**src/sv/dq_pkg.sv**
```systemverilog
// dq_pkg: shared constants for the double-ended queue
// operation and status codes, default sizes, empty-pop sentinel
// no dependencies
package dq_pkg;

  // default sizes
  localparam int unsigned DefDepth     = 64;
  localparam int unsigned DefDataWidth = 32;

  // fixed field widths
  localparam int unsigned ModeW   = 2;
  localparam int unsigned ValueW  = 32;
  localparam int unsigned StatusW = 2;

  // operation codes
  localparam logic [ModeW-1:0] OpPushBack  = 2'd0;
  localparam logic [ModeW-1:0] OpPushFront = 2'd1;
  localparam logic [ModeW-1:0] OpPopBack   = 2'd2;
  localparam logic [ModeW-1:0] OpPopFront  = 2'd3;

  // status codes
  localparam logic [StatusW-1:0] StOk    = 2'd0;
  localparam logic [StatusW-1:0] StEmpty = 2'd1;
  localparam logic [StatusW-1:0] StFull  = 2'd2;

  // value returned by a pop on an empty queue
  localparam logic [ValueW-1:0] Sentinel = -32'sd9999999;

endpackage

```
**src/sv/double_ended_queue.sv**
```systemverilog
// double_ended_queue: bounded deque in a circular synchronous memory
// depends on dq_pkg
//
// Usage:
//   Input words arrive on s_axis: tuser carries the operation (push back,
//   push front, pop back, pop front), tdata the value to push.
//   Every input word yields exactly one output word on m_axis: tuser holds
//   the status (ok, pop on empty, push on full), tdata the popped value,
//   the element count after the operation and an empty flag.
//   A pop on an empty queue returns the sentinel -9999999; a push on a
//   full queue is dropped and the queue is left as it was.
// Timing:
//   A word is accepted in the idle cycle, the memory is read or written
//   at that edge and the result is loaded into the output register on the
//   next edge if that register is free. The entry memory read is registered;
//   no new word is taken until the last result is in the output register.
// Reset and stall:
//   Reset empties the queue (pointers and count to zero); memory contents
//   are not cleared. While the receiver stalls, the result waits in the
//   output register; one more input word is taken and held until the
//   output register frees up.
module double_ended_queue #(
  parameter int unsigned DEPTH      = dq_pkg::DefDepth,
  parameter int unsigned DATA_WIDTH = dq_pkg::DefDataWidth,
  localparam int unsigned CntW      = $clog2(DEPTH + 1),
  localparam int unsigned OutRawW   = dq_pkg::ValueW + CntW + 1,
  localparam int unsigned OutW      = ((OutRawW + 7) / 8) * 8
) (
  input  logic                       clk_i,
  input  logic                       rst_ni,
  input  logic                       s_axis_tvalid_i,
  output logic                       s_axis_tready_o,
  input  logic [dq_pkg::ValueW-1:0]  s_axis_tdata_i,   // value
  input  logic [dq_pkg::ModeW-1:0]   s_axis_tuser_i,   // mode
  output logic                       m_axis_tvalid_o,
  input  logic                       m_axis_tready_i,
  output logic [OutW-1:0]            m_axis_tdata_o,   // popped, count, empty_flag, zero pad
  output logic [dq_pkg::StatusW-1:0] m_axis_tuser_o    // status
);

  localparam int unsigned AddrW = $clog2(DEPTH);
  localparam logic [AddrW-1:0] LastAddr = AddrW'(DEPTH - 1);
  localparam logic [CntW-1:0]  FullCnt  = CntW'(DEPTH);

  localparam logic StIdle = 1'b0;
  localparam logic StBusy = 1'b1;

  logic state_q, state_d;

  logic [AddrW-1:0] front_q, front_d, back_q, back_d;
  logic [CntW-1:0]  occ_q, occ_d;
  logic [AddrW-1:0] front_up, front_dn, back_up, back_dn;

  logic                        in_acc;
  logic                        wr_en, rd_en;
  logic [AddrW-1:0]            wr_addr, rd_addr;
  logic [DATA_WIDTH-1:0]       wr_data;
  logic [DATA_WIDTH+dq_pkg::ValueW-1:0] val_ext;
  logic [DATA_WIDTH-1:0]       mem [DEPTH];
  logic [DATA_WIDTH-1:0]       rd_q;
  logic [DATA_WIDTH+dq_pkg::ValueW-1:0] rd_ext;

  logic [dq_pkg::StatusW-1:0]  stat_d, stat_q;
  logic                        use_rd_q;
  logic                        load_out;
  logic [dq_pkg::ValueW-1:0]   popped;

  logic                        m_valid_q;
  logic [OutW-1:0]             m_data_q;
  logic [dq_pkg::StatusW-1:0]  m_user_q;

  assign in_acc          = s_axis_tvalid_i && s_axis_tready_o;
  assign s_axis_tready_o = (state_q == StIdle);

  // circular pointer steps
  assign front_up = (front_q == LastAddr) ? '0 : front_q + 1'b1;
  assign front_dn = (front_q == '0) ? LastAddr : front_q - 1'b1;
  assign back_up  = (back_q == LastAddr) ? '0 : back_q + 1'b1;
  assign back_dn  = (back_q == '0) ? LastAddr : back_q - 1'b1;

  // value stored in its low bits, zero extended for wide entries
  assign val_ext = {{DATA_WIDTH{1'b0}}, s_axis_tdata_i};
  assign wr_data = val_ext[DATA_WIDTH-1:0];

  // operation decode and pointer update
  always_comb begin
    front_d = front_q;
    back_d  = back_q;
    occ_d   = occ_q;
    wr_en   = 1'b0;
    rd_en   = 1'b0;
    wr_addr = back_q;
    rd_addr = front_q;
    stat_d  = dq_pkg::StOk;
    case (s_axis_tuser_i)
      dq_pkg::OpPushBack: begin
        if (occ_q == FullCnt) begin
          stat_d = dq_pkg::StFull;
        end else begin
          wr_en   = in_acc;
          wr_addr = back_q;
          back_d  = back_up;
          occ_d   = occ_q + 1'b1;
        end
      end
      dq_pkg::OpPushFront: begin
        if (occ_q == FullCnt) begin
          stat_d = dq_pkg::StFull;
        end else begin
          wr_en   = in_acc;
          wr_addr = front_dn;
          front_d = front_dn;
          occ_d   = occ_q + 1'b1;
        end
      end
      dq_pkg::OpPopBack: begin
        if (occ_q == '0) begin
          stat_d = dq_pkg::StEmpty;
        end else begin
          rd_en   = in_acc;
          rd_addr = back_dn;
          back_d  = back_dn;
          occ_d   = occ_q - 1'b1;
        end
      end
      dq_pkg::OpPopFront: begin
        if (occ_q == '0) begin
          stat_d = dq_pkg::StEmpty;
        end else begin
          rd_en   = in_acc;
          rd_addr = front_q;
          front_d = front_up;
          occ_d   = occ_q - 1'b1;
        end
      end
      default: begin
        stat_d = dq_pkg::StOk;
      end
    endcase
  end

  // entry memory, registered read
  always_ff @(posedge clk_i) begin
    if (wr_en) begin
      mem[wr_addr] <= wr_data;
    end
    if (rd_en) begin
      rd_q <= mem[rd_addr];
    end
  end

  // queue pointers and count
  always_ff @(posedge clk_i or negedge rst_ni) begin
    if (!rst_ni) begin
      front_q <= '0;
      back_q  <= '0;
      occ_q   <= '0;
    end else if (in_acc) begin
      front_q <= front_d;
      back_q  <= back_d;
      occ_q   <= occ_d;
    end
  end

  // per-word result info carried to the output stage
  always_ff @(posedge clk_i) begin
    if (in_acc) begin
      stat_q   <= stat_d;
      use_rd_q <= rd_en;
    end
  end

  // sequencer
  assign load_out = (state_q == StBusy) && (!m_valid_q || m_axis_tready_i);

  always_comb begin
    state_d = state_q;
    case (state_q)
      StIdle: begin
        if (in_acc) begin
          state_d = StBusy;
        end
      end
      StBusy: begin
        if (load_out) begin
          state_d = StIdle;
        end
      end
      default: begin
        state_d = StIdle;
      end
    endcase
  end

  always_ff @(posedge clk_i or negedge rst_ni) begin
    if (!rst_ni) begin
      state_q <= StIdle;
    end else begin
      state_q <= state_d;
    end
  end

  // popped value: sign extended entry, sentinel or zero
  assign rd_ext = {{dq_pkg::ValueW{rd_q[DATA_WIDTH-1]}}, rd_q};

  always_comb begin
    if (use_rd_q) begin
      popped = rd_ext[dq_pkg::ValueW-1:0];
    end else if (stat_q == dq_pkg::StEmpty) begin
      popped = dq_pkg::Sentinel;
    end else begin
      popped = '0;
    end
  end

  // output register
  always_ff @(posedge clk_i or negedge rst_ni) begin
    if (!rst_ni) begin
      m_valid_q <= 1'b0;
    end else if (load_out) begin
      m_valid_q <= 1'b1;
    end else if (m_axis_tready_i) begin
      m_valid_q <= 1'b0;
    end
  end

  always_ff @(posedge clk_i) begin
    if (load_out) begin
      m_data_q <= OutW'({(occ_q == '0), occ_q, popped});
      m_user_q <= stat_q;
    end
  end

  assign m_axis_tvalid_o = m_valid_q;
  assign m_axis_tdata_o  = m_data_q;
  assign m_axis_tuser_o  = m_user_q;

endmodule

```
**config.mk**
```make
export PLATFORM = sky130hd
export DESIGN_NAME = double_ended_queue
export DESIGN_NICKNAME = d
export VERILOG_FILES = /design/src/sv/dq_pkg.sv /design/src/sv/double_ended_queue.sv
export SDC_FILE = /design/constraint.sdc
export NUM_CORES = 2
export LEC_CHECK = 0
export BUFFER_PORTS_ARGS = -buffer_cell sky130_fd_sc_hd__buf_2
export CAP_MARGIN = 0
export CORE_MARGIN = 5
export CORE_UTILIZATION = 39
export CTS_CLUSTER_SIZE = 40
export DETAILED_ROUTE_END_ITERATION = 7
export MAX_ROUTING_LAYER = met4
export PLACE_DENSITY = 0.63
export SYNTH_ARGS = -nofsm -noshare
export SYNTH_HDL_FRONTEND = slang
export SYNTH_SLANG_ARGS = --single-unit
```
**constraint.sdc**
```tcl
create_clock -name clk_i -period 6.6 [get_ports clk_i]
set_input_delay 0.99 -clock clk_i [delete_from_list [all_inputs] [get_ports clk_i]]
set_output_delay 0.99 -clock clk_i [all_outputs]
set_load 0.02 [all_outputs]
```
[After elaboration in Yosys (flattened, before gate mapping)]
Memory sizes are Yosys's and may differ from the RTL's. A register that Yosys moved wholly into a read port is not among the register bits.
Index checks and enable logic that the tools add are counted.
Storage, ports and cells
  memories kept: 1
  bits in registers: 66
  memory bits (writable): 2048
  word-level logic and storage cells: 79
  input port bits: 38
Memories
  mem: words 64, bits a word 32, read ports 1, clocked after memory_dff 1, wr ports 1, line double_ended_queue.sv:59  | logic [DATA_WIDTH-1:0] mem [DEPTH];
Cells by class
  bitwise operators: 1
  muxes and demuxes: 33
  reductions and logical operators: 16
  equal/unequal tests: 13
  $add $sub $neg: 6
Operators by type and width (count)
  $mux W6: 12
  $mux W32: 2
  $pmux W6 S2: 2
  $mux W7: 2
  $pmux W7 S2: 1
  $add A6 B1 Y6 const B: 2
  $eq A6 B6 Y1 const B: 2
  $logic_not A6 Y1: 2
  $ne A2 B2 Y1 const B: 6
  $sub A6 B1 Y6 const B: 2
  $mux W1: 11
  $reduce_and A4 Y1: 2
  $add A7 B1 Y7 const B: 1
  $eq A7 B7 Y1 const B: 1
  $logic_not A7 Y1: 1
  $sub A7 B1 Y7 const B: 1
  $reduce_bool A2 Y1: 3
  $eq A2 B1 Y1 const B: 2
  $eq A2 B2 Y1 const B: 2
  $pmux W2 S2: 1
  $reduce_or A2 Y1: 2
  $reduce_and A3 Y1: 1
  $logic_and A1 B1 Y1: 2
  $logic_not A2 Y1: 1
  other kinds (5): 5

[Longest topological paths before layout]
  depth after elaboration: 6
  depth in mapped cells: 16
  mapped depth without buffers: 10

[Worst setup path before layout]
OpenSTA, ideal clock, no wires.
  kind: input port to flip-flop
  start point: input s_axis_tuser_i[1] (netlist name)
  end point: register use_rd_q, data pin
  path slack: 2.301 ns
  cell stages on the path: 3
  buffers on the path: 1
  library setup time: 0.642 ns
  required time: 5.958 ns
  arrival time: 3.657 ns
  cell sequence: clkbuf_1 inv_1 nor3_1
Between the ends
  cells in the longest elaborated chain, start to end: 3
  elaborated cells on any way between the ends: 4
  classes of those cells: eq/ne: 2; mux: 1; reduce/logical: 1
RTL lines
  from (decl): line double_ended_queue.sv:34  | input logic [dq_pkg::ModeW-1:0] s_axis_tuser_i,
  $eq A2 B2 Y1: line double_ended_queue.sv:95  | case (s_axis_tuser_i)
  $reduce_or A2 Y1 (no source line) (*)
  $mux W1 (*)
  via rd_en: line double_ended_queue.sv:55  | logic wr_en, rd_en;
  to (signal assigned): line double_ended_queue.sv:169  | use_rd_q <= rd_en;
  to (decl): line double_ended_queue.sv:64  | logic use_rd_q;
The timed path passes the listed nets; every way through them passes the cells marked *.
A chain may end at the register's enable or synchronous reset.

[Final worst setup path]
  start point: register back_q[0]
  end point: register rd_q[6], read port of mem, data pin
Between the ends
  cells in the longest elaborated chain, start to end: 4
  elaborated cells on any way between the ends: 5
  classes of those cells: add/sub: 1; mux: 3; reduce/logical: 1
RTL lines
  from (decl): line double_ended_queue.sv:50  | logic [AddrW-1:0] front_q, front_d, back_q, back_d;
  from (signal assigned): line double_ended_queue.sv:160  | back_q <= back_d;
  $sub A6 B1 Y6 / $logic_not A6 Y1 (equally long branches): line double_ended_queue.sv:79  | assign back_dn = (back_q == '0) ? LastAddr : back_q - 1'b1;
  $mux W6 (*): line double_ended_queue.sv:79
  $mux W6 (*): line double_ended_queue.sv:117  | if (occ_q == '0) begin
  $mux W6 (*)
  to (decl): line double_ended_queue.sv:60  | logic [DATA_WIDTH-1:0] rd_q;
Every way passes the cells marked *; elsewhere a longest branch is shown, timed or not.

==> run summary <==
Transition time at the pin with the least slew margin -> 1370 ps
Yosys cell types -> 57
Final clock period utilization by the worst path -> 79.4%
Share of layout cells above drive strength 1 -> 11.2%
Starting DRC count in detailed routing -> 7603
Placeable core region -> 215000 um2
Max_cap viols -> 0
Clock Skew -> 41.9 ps
Pre-antenna DRT Iters -> 6
Cell-internal power -> 25200 uW
Top layer reached by signal wires -> met4
Proportion of power drawn by flip-flops and latches -> 40.7%
Power density relative to cell area -> 405 nW/um2
Sequential area share after synthesis -> 76.1%
Slew Limit Headroom -> 7.99%
Worst EP required -> 7290 ps
Hold-fix buffers at CTS -> 0
Number of setup buffers added after CTS -> 0
Max Root-Sink Buffers -> 3
Detailed route wirelength on metal2 -> 117000 um
Endpoint kind of the worst setup timing path -> flip-flop
Count of pins over their slew limit -> 0
Adder-Cell Fraction of Synth Area -> 0.187%
Most area-hungry cell type in the Yosys netlist -> sky130_fd_sc_hd__edfxtp_1
Static power due to leakage -> 0.0321 uW
Area growth, synth to finish -> 13.4%
Post-detailed-route count of antenna-violating nets -> 0
VDD IR-drop max -> 434 uV
Class of the tightest hold or removal check -> in2async
Number of levels in the clock H-tree -> 4
Part of the power in the clock network -> 30.0%
FFs w/ async S/R, synth -> 0.979%
Area fraction in compound gates after synthesis -> 3.11%
Setup repair after global routing missed its margin -> no
Mean area per synthesized cell -> 14.0 um2
Area of the die -> 226000 um2
Hold violation count in the final report -> 0
Main combinational cell family by area after synthesis -> simple AND/OR/NAND/NOR gates
Overall power -> 38900 uW
Path type of the worst setup path -> reg2reg
Via density per instance -> 5.82
Global Route Usage Sum -> 23.0%
Number of I/O port buffers -> 81
Final setup violating endpoints -> 0
Die Height -> 475 um
Crit start category -> flip-flop
Root buffer cell -> sky130_fd_sc_hd__clkbuf_16
Routed wl met3 -> 28300 um
Number of instances in the synthesized netlist -> 6033
Fmax achieved -> 0.191 GHz
CTS-repair resized insts -> 0
Number of nets in the synthesized netlist -> 6083
Most common cell in the netlist -> sky130_fd_sc_hd__edfxtp_1
CTS Buf Count -> 211
Total routed wirelength -> 257000 um
Number of enable flip-flop cells after synthesis -> 2125
Global route overflow -> 0
Xor and xnor area share after synthesis -> 0.124%
Sinks on the clock net -> 2146
Clock latency reported for the late side of the worst-skew pair -> 860 ps
Total via count in the routed design -> 53383
Smallest hold slack -> 130 ps
TritonCTS clock tree -> built
Number of global-route vias before repair -> 49569
Antenna violations before repair -> 17
Ys flop type -> sky130_fd_sc_hd__edfxtp_1
Multiplexer share of the synthesized area -> 3.55%
Number of synthesized register bits -> 2146
Initial Util -> 39.3%
Top-Level Pins -> 82
Minimum clock period -> 5240 ps
Met1 wire length -> 102000 um
Largest net degree at the start of global routing -> 209
Syn Std Cell Area -> 84500 um2
Critical Path AT -> 5930 ps
Nets -> 6193
Horizontal extent of the die -> 475 um
Status -> complete, no violations
Fraction of synthesized cell area taken by the top area cell type -> 75.5%
Post-DR wirelength/cell -> 28.1 um
Setup slack at placement -> 610 ps
Maximum fanout along the worst path -> 42
RD Place Congestion -> 0.884
Setup slack of the critical path after layout -> 1360 ps
Most common library cells after synthesis -> sky130_fd_sc_hd__edfxtp_1 (2125), sky130_fd_sc_hd__nand2_1 (1539), sky130_fd_sc_hd__nand3_1 (985)
Number of placement rows -> 170
Yosys warns -> 0
Cell types with the largest area share after synthesis -> sky130_fd_sc_hd__edfxtp_1 (76%), sky130_fd_sc_hd__nand2_1 (6.8%), sky130_fd_sc_hd__nand3_1 (5.8%), sky130_fd_sc_hd__mux2i_1 (1.8%), sky130_fd_sc_hd__mux4_2 (1.7%)
Synthesized-area fraction occupied by and/or/nand/nor cells -> 14.9%
Setup slack, reg-to-reg -> 1360 ps
Placed wire-length estimate -> 148000 um
Global-route wire length before repair -> 366000 um
Aggregate negative setup slack -> 0 ps
Comb pwr share -> 29.4%
Reg clk slew, reported paths -> 60 ps
Switching power total -> 13700 uW
Net switching share of the total power -> 35.2%
Drt drc -> 0
==> cells in the final DEF, fill, tap and decap left out, types with 18 or more instances in the layout <==
cell type | netlist | layout
sky130_fd_sc_hd__and3_1 | 27 | 27
sky130_fd_sc_hd__clkinv_1 | 0 | 69
sky130_fd_sc_hd__mux2i_1 | 150 | 147
sky130_fd_sc_hd__a21oi_1 | 79 | 78
sky130_fd_sc_hd__o21ai_0 | 65 | 65
sky130_fd_sc_hd__clkbuf_1 | 229 | 39
sky130_fd_sc_hd__nor2_1 | 185 | 107
sky130_fd_sc_hd__clkbuf_16 | 0 | 213
sky130_fd_sc_hd__buf_4 | 7 | 163
sky130_fd_sc_hd__buf_12 | 0 | 21
sky130_fd_sc_hd__a311oi_1 | 21 | 21
sky130_fd_sc_hd__nand3_1 | 985 | 985
sky130_fd_sc_hd__edfxtp_1 | 2125 | 2125
sky130_fd_sc_hd__dfrtp_1 | 21 | 21
sky130_fd_sc_hd__nor2_4 | 0 | 79
sky130_fd_sc_hd__clkinv_2 | 0 | 32
sky130_fd_sc_hd__a32oi_1 | 77 | 77
sky130_fd_sc_hd__mux4_2 | 64 | 64
sky130_fd_sc_hd__diode_2 | 0 | 18
sky130_fd_sc_hd__or4_1 | 32 | 32
sky130_fd_sc_hd__a21o_1 | 28 | 28
sky130_fd_sc_hd__o2111ai_1 | 25 | 25
sky130_fd_sc_hd__buf_2 | 80 | 81
sky130_fd_sc_hd__nand2_1 | 1539 | 1539
sky130_fd_sc_hd__nand4_1 | 81 | 81
==> critical path: stages, from the launching register on <==
cell,delay (ps)
sky130_fd_sc_hd__dfrtp_1,530
sky130_fd_sc_hd__inv_1,150
sky130_fd_sc_hd__ha_1,190
sky130_fd_sc_hd__or4b_1,450
sky130_fd_sc_hd__a21oi_1,520
sky130_fd_sc_hd__mux2_8,640
sky130_fd_sc_hd__nand2_1,380
sky130_fd_sc_hd__nor2_4,970
sky130_fd_sc_hd__buf_4,390
sky130_fd_sc_hd__a32oi_1,130
sky130_fd_sc_hd__o211ai_1,480
sky130_fd_sc_hd__or4_1,210
==> final cells by class <==
cell class	count	area (um2)
clock inverters	134	1140
multi-input cells	3510	19200
well taps	2838	3550
flip-flops and latches	2146	64300
repair buffers	265	2050
fillers	18714	119000
inverters	9	33.8
diodes	18	45.0
clock buffers	252	5480
==> through the flow <==
stage,utilization [%],area [um2],cells
floorplan,-,84500,6033
global placement,41.5,89200,8768
detailed placement,41.5,89200,8768
CTS,44.6,95800,9154
global route,44.6,95800,9170
finish,44.6,95800,9172
==> power groups by stage <==
stage               logic (uW)  registers (uW)  clock network, uW
floorplan                 7000           15900                  0
global placement         11100           16100                  0
detailed placement       11300           16100                  0
CTS                      11300           15800              11800
global route             12100           15800              12300
finish                   11400           15800              11600
==> flip-flops by register name (all words and copies together) (netlist names), 2 cells and up <==
| name | flops |
|---|---|
| m_axis_tdata_o | 40 |
| rd_q | 32 |
| occ_q | 7 |
| front_q | 6 |
| m_axis_tuser_o | 2 |
| back_q | 6 |
| stat_q | 2 |
| mem | 2048 |
==> routing by layer <==
layer	vias to the layer above	track usage, %
met5	-	-
met4	0	8.45
met1	26912	31.5
li1	22736	-
met2	3220	34.4
met3	515	4.34
==> worst paths after layout <==
kind,startpoint,endpoint,depth (start not counted)
setup / recovery,back_q[0]$_DFFE_PN0P_,rd_q[6]$_DFFE_PP_,11
hold / removal,rst_ni,m_axis_tvalid_o$_DFFE_PN0P_,1
setup reg to reg,back_q[0]$_DFFE_PN0P_,rd_q[6]$_DFFE_PP_,11
hold reg to reg,stat_q[0]$_SDFFCE_PP0P_,m_axis_tuser_o[0]$_DFFE_PP_,0
max in group asynchronous,rst_ni,back_q[3]$_DFFE_PN0P_,1
min in group clk_i,m_axis_tready_i,m_axis_tvalid_o$_DFFE_PN0P_,3
==> kinds of logic after synthesis <==
logic type / count (synthesis)
adders and majority gates: 12
buffers and inverters: 377
and+or+nand+nor: 2895
xor gates and xnor gates: 12
DFF: 2146
muxes: 219
AOI/OAI and AO/OA: 372
Power figures use the tool's default switching activity.
